**src/rtl/dlex_pkg.sv**
```systemverilog
// shared codes and result type for the declaration lexer
`timescale 1ns / 1ps
package dlex_pkg;

    // lexer states
    localparam logic [3:0] ST_START   = 4'd0;
    localparam logic [3:0] ST_KEYWORD = 4'd1;
    localparam logic [3:0] ST_WS1     = 4'd2;
    localparam logic [3:0] ST_IDENT   = 4'd3;
    localparam logic [3:0] ST_WS2     = 4'd4;
    localparam logic [3:0] ST_VALUE   = 4'd5;
    localparam logic [3:0] ST_STRING  = 4'd6;
    localparam logic [3:0] ST_SIGNED  = 4'd7;
    localparam logic [3:0] ST_NUM1    = 4'd8;
    localparam logic [3:0] ST_NUM2    = 4'd9;
    localparam logic [3:0] ST_HEX     = 4'd10;
    localparam logic [3:0] ST_EXP1    = 4'd11;
    localparam logic [3:0] ST_EXP2    = 4'd12;
    localparam logic [3:0] ST_SEMI    = 4'd13;
    localparam logic [3:0] ST_FINISH  = 4'd14;

    // character classes
    localparam logic [3:0] C_SPACE  = 4'd0;
    localparam logic [3:0] C_EXP    = 4'd1;
    localparam logic [3:0] C_HEXL   = 4'd2;
    localparam logic [3:0] C_LETTER = 4'd3;
    localparam logic [3:0] C_DIGIT  = 4'd4;
    localparam logic [3:0] C_UNDER  = 4'd5;
    localparam logic [3:0] C_EQUAL  = 4'd6;
    localparam logic [3:0] C_DOLLAR = 4'd7;
    localparam logic [3:0] C_APOS   = 4'd8;
    localparam logic [3:0] C_PM     = 4'd9;
    localparam logic [3:0] C_POINT  = 4'd10;
    localparam logic [3:0] C_SEMI   = 4'd11;
    localparam logic [3:0] C_OTHER  = 4'd12;

    // token actions
    localparam logic [2:0] A_SKIP   = 3'd0;
    localparam logic [2:0] A_APPEND = 3'd1;
    localparam logic [2:0] A_CLOSE  = 3'd2;
    localparam logic [2:0] A_EQUAL  = 3'd3;
    localparam logic [2:0] A_SEMI   = 3'd4;
    localparam logic [2:0] A_IGNORE = 3'd5;

    // token kinds
    localparam logic [3:0] K_NONE  = 4'd0;
    localparam logic [3:0] K_KEY   = 4'd1;
    localparam logic [3:0] K_IDENT = 4'd2;
    localparam logic [3:0] K_EQUAL = 4'd3;
    localparam logic [3:0] K_DEC   = 4'd4;
    localparam logic [3:0] K_HEX   = 4'd5;
    localparam logic [3:0] K_STR   = 4'd6;
    localparam logic [3:0] K_FLOAT = 4'd7;
    localparam logic [3:0] K_EXP   = 4'd8;
    localparam logic [3:0] K_SEMI  = 4'd9;

    typedef struct packed {
        logic [2:0] action;
        logic [3:0] token_kind;
        logic [7:0] out_symbol;
        logic       rejected;
        logic       finished;
        logic       end_of_sequence;
    } t_result;

endpackage

```
**src/rtl/dlex_core.sv**
```systemverilog
// lexer state registers and next-state table for one character per cycle while enabled
`timescale 1ns / 1ps
module dlex_core (
    input  logic               i_clk,
    input  logic               i_rst_n,
    input  logic               i_en,
    input  logic [7:0]         i_symbol,
    input  logic [3:0]         i_char_class,
    input  logic               i_first,
    input  logic               i_last,
    output dlex_pkg::t_result  o_result
);
    import dlex_pkg::*;

    logic [3:0] r_state;
    logic [3:0] r_kind;
    logic       r_reject;

    logic [3:0] n_state;
    logic [3:0] n_kind;
    logic       n_reject;

    logic [3:0] w_cls;
    logic       w_alpha;
    logic [3:0] w_st;
    logic [3:0] w_kind0;
    logic       w_rej0;
    logic       w_bad;
    logic [2:0] w_act;
    logic [3:0] w_ns;
    logic [3:0] w_nk;

    assign w_cls   = (i_char_class > C_OTHER) ? C_OTHER : i_char_class;
    assign w_alpha = (w_cls == C_EXP) || (w_cls == C_HEXL) || (w_cls == C_LETTER);

    // a first character restarts the sequence before it is lexed
    assign w_st    = i_first ? ST_START : r_state;
    assign w_kind0 = i_first ? K_NONE : r_kind;
    assign w_rej0  = i_first ? 1'b0 : r_reject;

    always_comb begin
        w_bad = 1'b0;
        w_act = A_SKIP;
        w_ns  = w_st;
        w_nk  = w_kind0;
        case (w_st)
            ST_START: begin
                if (w_cls == C_SPACE) w_act = A_SKIP;
                else if (w_alpha) begin
                    w_ns = ST_KEYWORD; w_nk = K_KEY; w_act = A_APPEND;
                end else w_bad = 1'b1;
            end
            ST_KEYWORD: begin
                if (w_alpha) begin
                    w_nk = K_KEY; w_act = A_APPEND;
                end else if (w_cls == C_SPACE) begin
                    w_ns = ST_WS1; w_nk = K_NONE; w_act = A_CLOSE;
                end else w_bad = 1'b1;
            end
            ST_WS1: begin
                if (w_alpha) begin
                    w_ns = ST_IDENT; w_nk = K_IDENT; w_act = A_APPEND;
                end else if (w_cls == C_SPACE) w_act = A_SKIP;
                else w_bad = 1'b1;
            end
            ST_IDENT: begin
                if (w_alpha || w_cls == C_DIGIT || w_cls == C_UNDER) begin
                    w_nk = K_IDENT; w_act = A_APPEND;
                end else if (w_cls == C_SPACE) begin
                    w_ns = ST_WS2; w_act = A_SKIP;
                end else if (w_cls == C_EQUAL) begin
                    w_ns = ST_VALUE; w_nk = K_NONE; w_act = A_EQUAL;
                end else w_bad = 1'b1;
            end
            ST_WS2: begin
                if (w_cls == C_SPACE) w_act = A_SKIP;
                else if (w_cls == C_EQUAL) begin
                    w_ns = ST_VALUE; w_nk = K_NONE; w_act = A_EQUAL;
                end else w_bad = 1'b1;
            end
            ST_VALUE: begin
                if (w_cls == C_DIGIT) begin
                    w_ns = ST_NUM1; w_nk = K_DEC; w_act = A_APPEND;
                end else if (w_cls == C_DOLLAR) begin
                    w_ns = ST_HEX; w_nk = K_HEX; w_act = A_APPEND;
                end else if (w_cls == C_APOS) begin
                    w_ns = ST_STRING; w_nk = K_STR; w_act = A_APPEND;
                end else if (w_cls == C_PM) begin
                    w_ns = ST_SIGNED; w_nk = K_DEC; w_act = A_APPEND;
                end else if (w_cls == C_SPACE) w_act = A_SKIP;
                else w_bad = 1'b1;
            end
            ST_STRING: begin
                // everything but the closing quote belongs to the string body
                if (w_cls == C_APOS) w_ns = ST_SEMI;
                else w_nk = K_STR;
                w_act = A_APPEND;
            end
            ST_SIGNED: begin
                if (w_cls == C_DIGIT) begin
                    w_ns = ST_NUM1; w_nk = K_DEC; w_act = A_APPEND;
                end else if (w_cls == C_DOLLAR) begin
                    w_ns = ST_HEX; w_nk = K_HEX; w_act = A_APPEND;
                end else w_bad = 1'b1;
            end
            ST_NUM1: begin
                if (w_cls == C_EXP) begin
                    w_ns = ST_EXP1; w_nk = K_EXP; w_act = A_APPEND;
                end else if (w_cls == C_DIGIT) begin
                    w_nk = K_DEC; w_act = A_APPEND;
                end else if (w_cls == C_POINT) begin
                    w_ns = ST_NUM2; w_nk = K_FLOAT; w_act = A_APPEND;
                end else if (w_cls == C_SEMI) begin
                    w_ns = ST_FINISH; w_nk = K_SEMI; w_act = A_SEMI;
                end else w_bad = 1'b1;
            end
            ST_NUM2: begin
                // fraction digits stay float
                if (w_cls == C_EXP) begin
                    w_ns = ST_EXP1; w_nk = K_EXP; w_act = A_APPEND;
                end else if (w_cls == C_DIGIT) begin
                    w_nk = K_FLOAT; w_act = A_APPEND;
                end else if (w_cls == C_SEMI) begin
                    w_ns = ST_FINISH; w_nk = K_SEMI; w_act = A_SEMI;
                end else w_bad = 1'b1;
            end
            ST_HEX: begin
                if (w_cls == C_EXP || w_cls == C_DIGIT || w_cls == C_HEXL) begin
                    w_nk = K_HEX; w_act = A_APPEND;
                end else if (w_cls == C_SEMI) begin
                    w_ns = ST_FINISH; w_nk = K_SEMI; w_act = A_SEMI;
                end else w_bad = 1'b1;
            end
            ST_EXP1: begin
                if (w_cls == C_DIGIT || w_cls == C_PM) begin
                    w_ns = ST_EXP2; w_nk = K_EXP; w_act = A_APPEND;
                end else if (w_cls == C_SEMI) begin
                    w_ns = ST_FINISH; w_nk = K_SEMI; w_act = A_SEMI;
                end else w_bad = 1'b1;
            end
            ST_EXP2: begin
                if (w_cls == C_DIGIT) begin
                    w_nk = K_EXP; w_act = A_APPEND;
                end else if (w_cls == C_SEMI) begin
                    w_ns = ST_FINISH; w_nk = K_SEMI; w_act = A_SEMI;
                end else w_bad = 1'b1;
            end
            ST_SEMI: begin
                if (w_cls == C_SPACE) w_act = A_SKIP;
                else if (w_cls == C_SEMI) begin
                    w_ns = ST_FINISH; w_nk = K_SEMI; w_act = A_SEMI;
                end else w_bad = 1'b1;
            end
            ST_FINISH: begin
                if (w_cls == C_SPACE) w_act = A_SKIP;
                else w_bad = 1'b1;
            end
            default: begin
                w_bad = 1'b1;
            end
        endcase
    end

    // a rejecting character leaves state and kind as they were
    always_comb begin
        if (w_rej0 || w_bad) begin
            n_state  = w_st;
            n_kind   = w_kind0;
            n_reject = 1'b1;
        end else begin
            n_state  = w_ns;
            n_kind   = w_nk;
            n_reject = 1'b0;
        end
    end

    always_comb begin
        o_result.action = (w_rej0 || w_bad) ? A_IGNORE : w_act;
        if (o_result.action == A_EQUAL) o_result.token_kind = K_EQUAL;
        else if (o_result.action == A_SEMI) o_result.token_kind = K_SEMI;
        else o_result.token_kind = n_kind;
        o_result.out_symbol      = i_symbol;
        o_result.rejected        = n_reject;
        o_result.finished        = (n_state == ST_FINISH);
        o_result.end_of_sequence = i_last;
    end

    always_ff @(posedge i_clk) begin
        if (!i_rst_n) begin
            r_state  <= ST_START;
            r_kind   <= K_NONE;
            r_reject <= 1'b0;
        end else if (i_en) begin
            r_state  <= n_state;
            r_kind   <= n_kind;
            r_reject <= n_reject;
        end
    end

endmodule

```
**src/rtl/declaration_lexer_unit.sv**
```systemverilog
// top level of the declaration lexer: input register, lexer core, result register
//
//   channel   dir   tdata                          tuser                       tlast
//   s_axis    in    symbol[7:0]                    char_class[3:0], first[4]   last
//   m_axis    out   out_symbol[7:0], rejected[8],  action[2:0],                end_of_sequence
//                   finished[9], zero[15:10]       token_kind[6:3]
//
// one character per cycle sustained while m_axis_tready is high, through the input register then the result register
// the lexer state loop is a single combinational next-state table
// synchronous active-low reset empties both stages and puts the lexer at start
// a stalled m_axis holds the result register; the input register still fills
// once, then s_axis_tready drops until the result is taken
`timescale 1ns / 1ps
module declaration_lexer_unit (
    input  logic        i_clk,
    input  logic        i_rst_n,
    input  logic        s_axis_tvalid,
    output logic        s_axis_tready,
    input  logic [7:0]  s_axis_tdata,   // symbol
    input  logic [4:0]  s_axis_tuser,   // char_class, first
    input  logic        s_axis_tlast,
    output logic        m_axis_tvalid,
    input  logic        m_axis_tready,
    output logic [15:0] m_axis_tdata,   // out_symbol, rejected, finished, zero pad
    output logic [6:0]  m_axis_tuser,   // action, token_kind
    output logic        m_axis_tlast
);
    import dlex_pkg::*;

    logic       r_in_valid;
    logic [7:0] r_in_symbol;
    logic [3:0] r_in_class;
    logic       r_in_first;
    logic       r_in_last;

    logic    r_out_valid;
    t_result r_out;

    t_result w_result;
    logic    w_adv_out;
    logic    w_in_ready;
    logic    w_core_en;

    assign w_adv_out  = !r_out_valid || m_axis_tready;
    assign w_in_ready = !r_in_valid || w_adv_out;
    assign w_core_en  = r_in_valid && w_adv_out;

    always_ff @(posedge i_clk) begin
        if (!i_rst_n) begin
            r_in_valid <= 1'b0;
        end else if (w_in_ready) begin
            r_in_valid <= s_axis_tvalid;
        end
    end

    always_ff @(posedge i_clk) begin
        if (s_axis_tvalid && w_in_ready) begin
            r_in_symbol <= s_axis_tdata;
            r_in_class  <= s_axis_tuser[3:0];
            r_in_first  <= s_axis_tuser[4];
            r_in_last   <= s_axis_tlast;
        end
    end

    dlex_core u_core (
        .i_clk        (i_clk),
        .i_rst_n      (i_rst_n),
        .i_en         (w_core_en),
        .i_symbol     (r_in_symbol),
        .i_char_class (r_in_class),
        .i_first      (r_in_first),
        .i_last       (r_in_last),
        .o_result     (w_result)
    );

    always_ff @(posedge i_clk) begin
        if (!i_rst_n) begin
            r_out_valid <= 1'b0;
        end else if (w_adv_out) begin
            r_out_valid <= r_in_valid;
        end
    end

    always_ff @(posedge i_clk) begin
        if (w_core_en) begin
            r_out <= w_result;
        end
    end

    assign s_axis_tready = w_in_ready;
    assign m_axis_tvalid = r_out_valid;
    assign m_axis_tdata  = {6'd0, r_out.finished, r_out.rejected, r_out.out_symbol};
    assign m_axis_tuser  = {r_out.token_kind, r_out.action};
    assign m_axis_tlast  = r_out.end_of_sequence;

`ifndef SYNTHESIS
    // ignored transactions go together with the sticky reject flag
    a_ignore_rej: assert property (@(posedge i_clk) disable iff (!i_rst_n)
        r_out_valid |-> ((r_out.action == A_IGNORE) == r_out.rejected))
        else $error("ignore action and reject flag disagree");

    a_semi_finish: assert property (@(posedge i_clk) disable iff (!i_rst_n)
        (r_out_valid && r_out.action == A_SEMI) |->
            (r_out.finished && r_out.token_kind == K_SEMI))
        else $error("semicolon emitted without finish");

    a_equal_kind: assert property (@(posedge i_clk) disable iff (!i_rst_n)
        (r_out_valid && r_out.action == A_EQUAL) |->
            (r_out.token_kind == K_EQUAL && !r_out.finished))
        else $error("equal token carries wrong kind");

    a_stall_hold: assert property (@(posedge i_clk) disable iff (!i_rst_n)
        (r_out_valid && !m_axis_tready) |=> (r_out_valid && $stable(r_out)))
        else $error("result changed while stalled");
`endif

endmodule
```
**config.mk**
```make
export PLATFORM = sky130hd
export DESIGN_NAME = declaration_lexer_unit
export DESIGN_NICKNAME = d
export VERILOG_FILES = /design/src/rtl/dlex_pkg.sv /design/src/rtl/dlex_core.sv /design/src/rtl/declaration_lexer_unit.sv
export SDC_FILE = /design/constraint.sdc
export NUM_CORES = 1
export LEC_CHECK = 0
export ABC_AREA = 0
export BUFFER_PORTS_ARGS = -buffer_cell sky130_fd_sc_hd__buf_4
export CORE_ASPECT_RATIO = 0.75
export CORE_MARGIN = 3
export CORE_UTILIZATION = 30
export DETAILED_ROUTE_END_ITERATION = 16
export SYNTH_ARGS = -nofsm -noshare
export SYNTH_HDL_FRONTEND = slang
export SYNTH_SLANG_ARGS = --single-unit
```
**constraint.sdc**
```tcl
create_clock -name i_clk -period 3.8 [get_ports i_clk]
set_input_delay 0 -clock i_clk [delete_from_list [all_inputs] [get_ports i_clk]]
set_output_delay 0 -clock i_clk [all_outputs]
set_load 0.005 [all_outputs]
```
* Word-level counts from Yosys, hierarchy flattened
Index checks and enable logic that the tools add are counted.
** Word-level totals
- Word-level logic and storage cells :: 170
- Register bits :: 43
- Input port bits :: 18
** Cells by class
- $lt $le $gt $ge :: 1
- Reduce and logical (&&, ||, !) cells :: 18
- Eq/ne operators :: 28
- Muxes and demuxes :: 107
** Operators with widths (number)
- two-way mux 4 bit :: 56
- one-hot mux 4 bit (14 select lines) :: 2
- two-way mux 3 bit :: 17
- == test 4 bit, second input constant :: 12
- one-hot mux 3 bit (14 select lines) :: 1
- == test 4 x 3 -> 1 bit, second input constant :: 8
- two-way mux 1 bit :: 27
- == test 4 x 2 -> 1 bit, second input constant :: 4
- one-hot mux 1 bit (14 select lines) :: 1
- logical OR 1 bit :: 10
- == test 4 x 1 -> 1 bit, second input constant :: 2
- zero test 4 bit :: 2
- two-way mux 2 bit :: 3
- > comparator 4 bit, second input constant :: 1
- OR reduction 2 bit :: 2
- == test 3 x 2 -> 1 bit, second input constant :: 1
- == test 3 bit, second input constant :: 1
- logical AND 1 bit :: 2
- zero test 1 bit :: 2

* Logic depth before layout (Yosys ltp)
- Word-level depth :: 13
- Depth in mapped cells :: 10

* Hierarchy
A second synthesis with hierarchy kept.
** Second synthesis, totals
- Cell total of the unflattened synthesis :: 355
- Area, all modules :: 3153.0 um^2
** By module, submodules not included
- dlex_core :: area each 2039.5 um^2, instances 1, cells each 307, sequential area each 180.2 um^2
- declaration_lexer_unit :: area each 1113.6 um^2, instances 1, cells each 48, sequential area each 1001.0 um^2

* Worst setup path after synthesis
Ideal clock, no wire load.
- Path kind :: reg2reg
- From :: reg r_in_class[3]
- To :: reg r_out, in the netlist m_axis_tuser[4] (data pin)
- Arrival time :: 2.191 ns
- Path slack :: 1.339 ns
- Stages on the path, launching flop included :: 9
- Cells stage by stage :: edfxtp_1 > buf_6 > or4b_4 > nand4_2 > a21oi_2 > nor4_4 > nand2_2 > o41ai_2 > nand3_1
** On the way
- Longest elaborated chain between the ends :: 13
- Elaborated cells on any way between the ends :: 99
- Classes of those cells :: 1 x order compare; 13 x eq/ne; 76 x mux; 9 x reduce/logical
** Ends and longest elaborated chain
- start, declared :: RTL line declaration_lexer_unit.sv:32 : logic [3:0] r_in_class;
- start signal, assigned :: RTL line declaration_lexer_unit.sv:59 : r_in_class <= s_axis_tuser[3:0];
- > comparator 4 bit :: RTL line dlex_core.sv:33 : assign w_cls = (i_char_class > C_OTHER) ? C_OTHER : i_char_class;
- two-way mux 4 bit * :: RTL line dlex_core.sv:33
- zero test 4 bit (tied with other cells)
- two-way mux 1 bit or logical OR 1 bit (tied branches)
- two-way mux 1 bit or logical OR 1 bit (tied branches) :: RTL line dlex_core.sv:88, dlex_core.sv:34
- two-way mux 1 bit or logical OR 1 bit (tied branches) :: RTL line dlex_core.sv:86, dlex_core.sv:67
- two-way mux 1 bit or logical OR 1 bit (tied branches) :: RTL line dlex_core.sv:84, dlex_core.sv:67
- two-way mux 1 bit (on tied branches) :: RTL line dlex_core.sv:82, dlex_core.sv:67
- one-hot mux 1 bit (14 select lines) :: RTL line dlex_core.sv:46 : case (w_st)
- logical OR 1 bit :: RTL line dlex_core.sv:166, dlex_core.sv:178
- two-way mux 3 bit :: RTL line dlex_core.sv:178 : o_result.action = (w_rej0 || w_bad) ? A_IGNORE : w_act;
- == test 3 bit :: RTL line dlex_core.sv:180 : else if (o_result.action == A_SEMI) o_result.token_kind = K_SEMI;
- two-way mux 4 bit :: RTL line dlex_core.sv:180
- end signal, assigned :: RTL line declaration_lexer_unit.sv:86 : r_out <= w_result;
- end, declared :: RTL line declaration_lexer_unit.sv:37 : t_result r_out;
Mark *: on every way between the ends. The rest lies on a longest branch, timed or not.
A chain may end at the register's enable or synchronous reset.

* Worst setup path in the final report
- From :: reg r_in_class[1]
- To :: reg r_out, in the netlist m_axis_tuser[4] (data pin)
Same word-level chain as after synthesis.

==> results_dict.tcl <==
set metrics [dict create \
    synth_area_leaders "edfxtp_1, dfxtp_1, nand2_1, a21oi_1, o21ai_0" \
    nets 430 \
    synthFlopType "edfxtp_1" \
    cp_cell_sequence "xor2_1, o211ai_1, o21ai_1, nor4_4, nand2_2, o41ai_2, nand3_1" \
    cp_max_fo 25 \
    path_buf_inv 0 \
    post_cts_buffers 0 \
    timing.final.crit_share 0.842 \
    synth_top_cell_area_share 0.306 \
    netlist-cell-type-count 73 \
    hold_buffers 15 \
    initial_core_util 0.316 \
    worstPathRequired_ps 3820 \
    p_leak_nw 1.36 \
    synth_top_cell_by_area "edfxtp_1" \
    grt_pass1_wl_um 17200 \
    place_worst_setup_slack_ps 730 \
    avgRoutedWirePerCell_um 20.3 \
    grt_pass1_vias 2992 \
    drt_iter0_drc 443 \
    rsz0062_at_grt "no" \
    fin_skew_ps 3.73 \
    reg2reg_depth 7 \
    vdd_drop_max_mv 0.201 \
    num_rows 31 \
    crit_family "compound AO/OA/AOI/OAI gates" \
    core_um2 9930 \
    grt.overflow.total 0 \
    post-synth-top-count-cell "nand2_1" \
    clockRootBuffer "clkbuf_16" \
    cts.htree.levels 2 \
    totalNegativeSetupSlack_ps 0 \
    viasPerCell 5.89 \
    yosysWarnings 0 \
    dr.pass1.iters 5 \
    postSynthCellCount 371 \
    syn2layout_area_growth_pct 22.7 \
    cts_resized 0 \
    synth_edf_count 32 \
    numCtsBuffers 5 \
    path_depth 7 \
    gp_congestion 0.968 \
    min_period_ps 3200 \
    hold_ws_ps 27.4 \
    maxCapViolCount 0 \
    drive_above_1_share 0.206 \
    clk_pin_slew_ps 60 \
    path_class "reg -> reg" \
    r2r_start "r_in_class[1]" \
    cts_sinks 43 \
    clock_latency_ps 290 \
    powerDensity_nw_per_um2 309 \
    setup_viol 0 \
    slowest_delay_ps 870 \
    hold_violations 0 \
    fmax_mhz 312 \
    place.detailed.hpwl_um 8390 \
    wl_um 11100 \
    critPathCaptureType "flop" \
    cp_slowest_cell "edfxtp_1" \
    synthesis.area_um2 3140 \
    io_pins 44 \
    port_buffers 37 \
    ant_nets 0 \
    cp.arrival_ps 3220 \
    ys_seq_elements 43 \
    grt_start_max_net_pins 26 \
    synth-seq-area-share 0.376 \
    die_w_um 124 \
    placed_area_um2 3530 \
    fp.dieH_um 94.6 \
    cts_tree "yes" \
    crit_end "m_axis_tuser[4]" \
    antenna_found_initial 0 \
    worstReg2RegEnd "m_axis_tuser[4]" \
    vias 3212 \
    setup_ws_ps 599 \
    syn_area_per_cell_um2 8.46 \
    total_power_mw 1.19 \
    post-route-cell-area_um2 3850 \
    drc 0 \
    clk_path_buf_depth 2 \
    die_area_um2 11700 \
    critPathLaunchType "flop" \
    slew_headroom 0.469 \
    synth_common_cells "nand2_1, edfxtp_1, nor2_1" \
    antenna-diode-count 0 \
    worst_slew_pin_slew_ps 796 \
    hold_class "in -> reg" \
    reg2reg_slack_ps 600 \
    track_usage 0.195 \
    slew_viol_final 0 \
    status "completed" \
    crit_start "r_in_class[1]" \
    async_flop_share 0 \
]
-- report_power, final --
group	switching (mW)	internal [mW]
logic	0.0773	0.0646
registers	0.0211	0.527
clock network	0.186	0.312
-- cell families after synthesis --
family	Yosys count	synth area share
AND/OR/NAND/NOR	162	0.290
AO/OA/AOI/OAI	114	0.248
buffers and inverters	47	0.0737
flip-flops	43	0.376
XOR/XNOR	4	0.0112
other	1	0.00119
-- layout by cell type (no fill, tap or decap), types with 4 or more instances in the layout --
master	instances
o22ai_1	5
o31ai_1	5
inv_1	6
or2_2	4
o21ai_0	24
nand4_1	4
a31oi_1	6
nor2_1	29
edfxtp_1	32
dfxtp_1	11
o32ai_1	4
buf_4	55
nor3_1	10
nand2_1	38
nor2b_1	11
and2_1	6
dlygate4sd3_1	15
conb_1	6
nand3_1	14
a211oi_1	4
nand2b_1	10
a21oi_1	25
o211ai_1	6
or3_1	5
clkbuf_16	5
-- state kept, by name (all words and copies together), names as in the netlist --
name             cells
r_in_first           1
r_in_valid           1
m_axis_tlast         1
m_axis_tvalid        1
m_axis_tuser         7
r_in_class           4
u_core.r_kind        4
r_in_last            1
r_in_symbol          8
m_axis_tdata        10
u_core.r_state       4
u_core.r_reject      1
-- per-stage QoR --
| step | cells | util |
|---|---|---|
| 2_1_floorplan | 376 | - |
| 3_3_place_gp | 522 | 0.356 |
| 3_5_place_dp | 522 | 0.356 |
| 4_1_cts | 545 | 0.388 |
| 5_1_grt | 545 | 0.388 |
| 6_report | 545 | 0.388 |
-- area by class of cell --
cell class	count	area, um2
Fill cell	1014	6080
Sequential cell	43	1180
Clock buffer	5	125
Tap cell	132	165
Clock inverter	3	46.3
Inverter	6	22.5
Timing Repair Buffer	70	563
Multi-Input combinational cell	286	1750
-- layer usage --
| metal | global-route usage | routed length (um) |
|---|---|---|
| met5 | 0 | 0 |
| met4 | 0.0565 | 238 |
| met3 | 0.0707 | 1250 |
| met2 | 0.278 | 4630 |
| met1 | 0.275 | 4940 |
-- how the worst min path moves through the flow --
stage / depth (start not counted) / endpoint / slack (ps) / start
after floorplan: 0 / r_in_class[0] / 100 / s_axis_tuser[0]
after global placement: 1 / r_in_class[3] / 180 / s_axis_tuser[3]
after detailed placement: 1 / r_in_symbol[3] / 180 / s_axis_tdata[3]
after CTS: 4 / m_axis_tvalid / 20 / m_axis_tready
after global routing: 3 / u_core.r_state[1] / 70 / i_rst_n
final: 4 / m_axis_tvalid / 30 / m_axis_tready
-- tightest hold or removal path: cells and delay by family --
family        cells  cell delay, ps
simple gates      3             200
buf+inv           1              80
(Power assumes the default switching activity.)
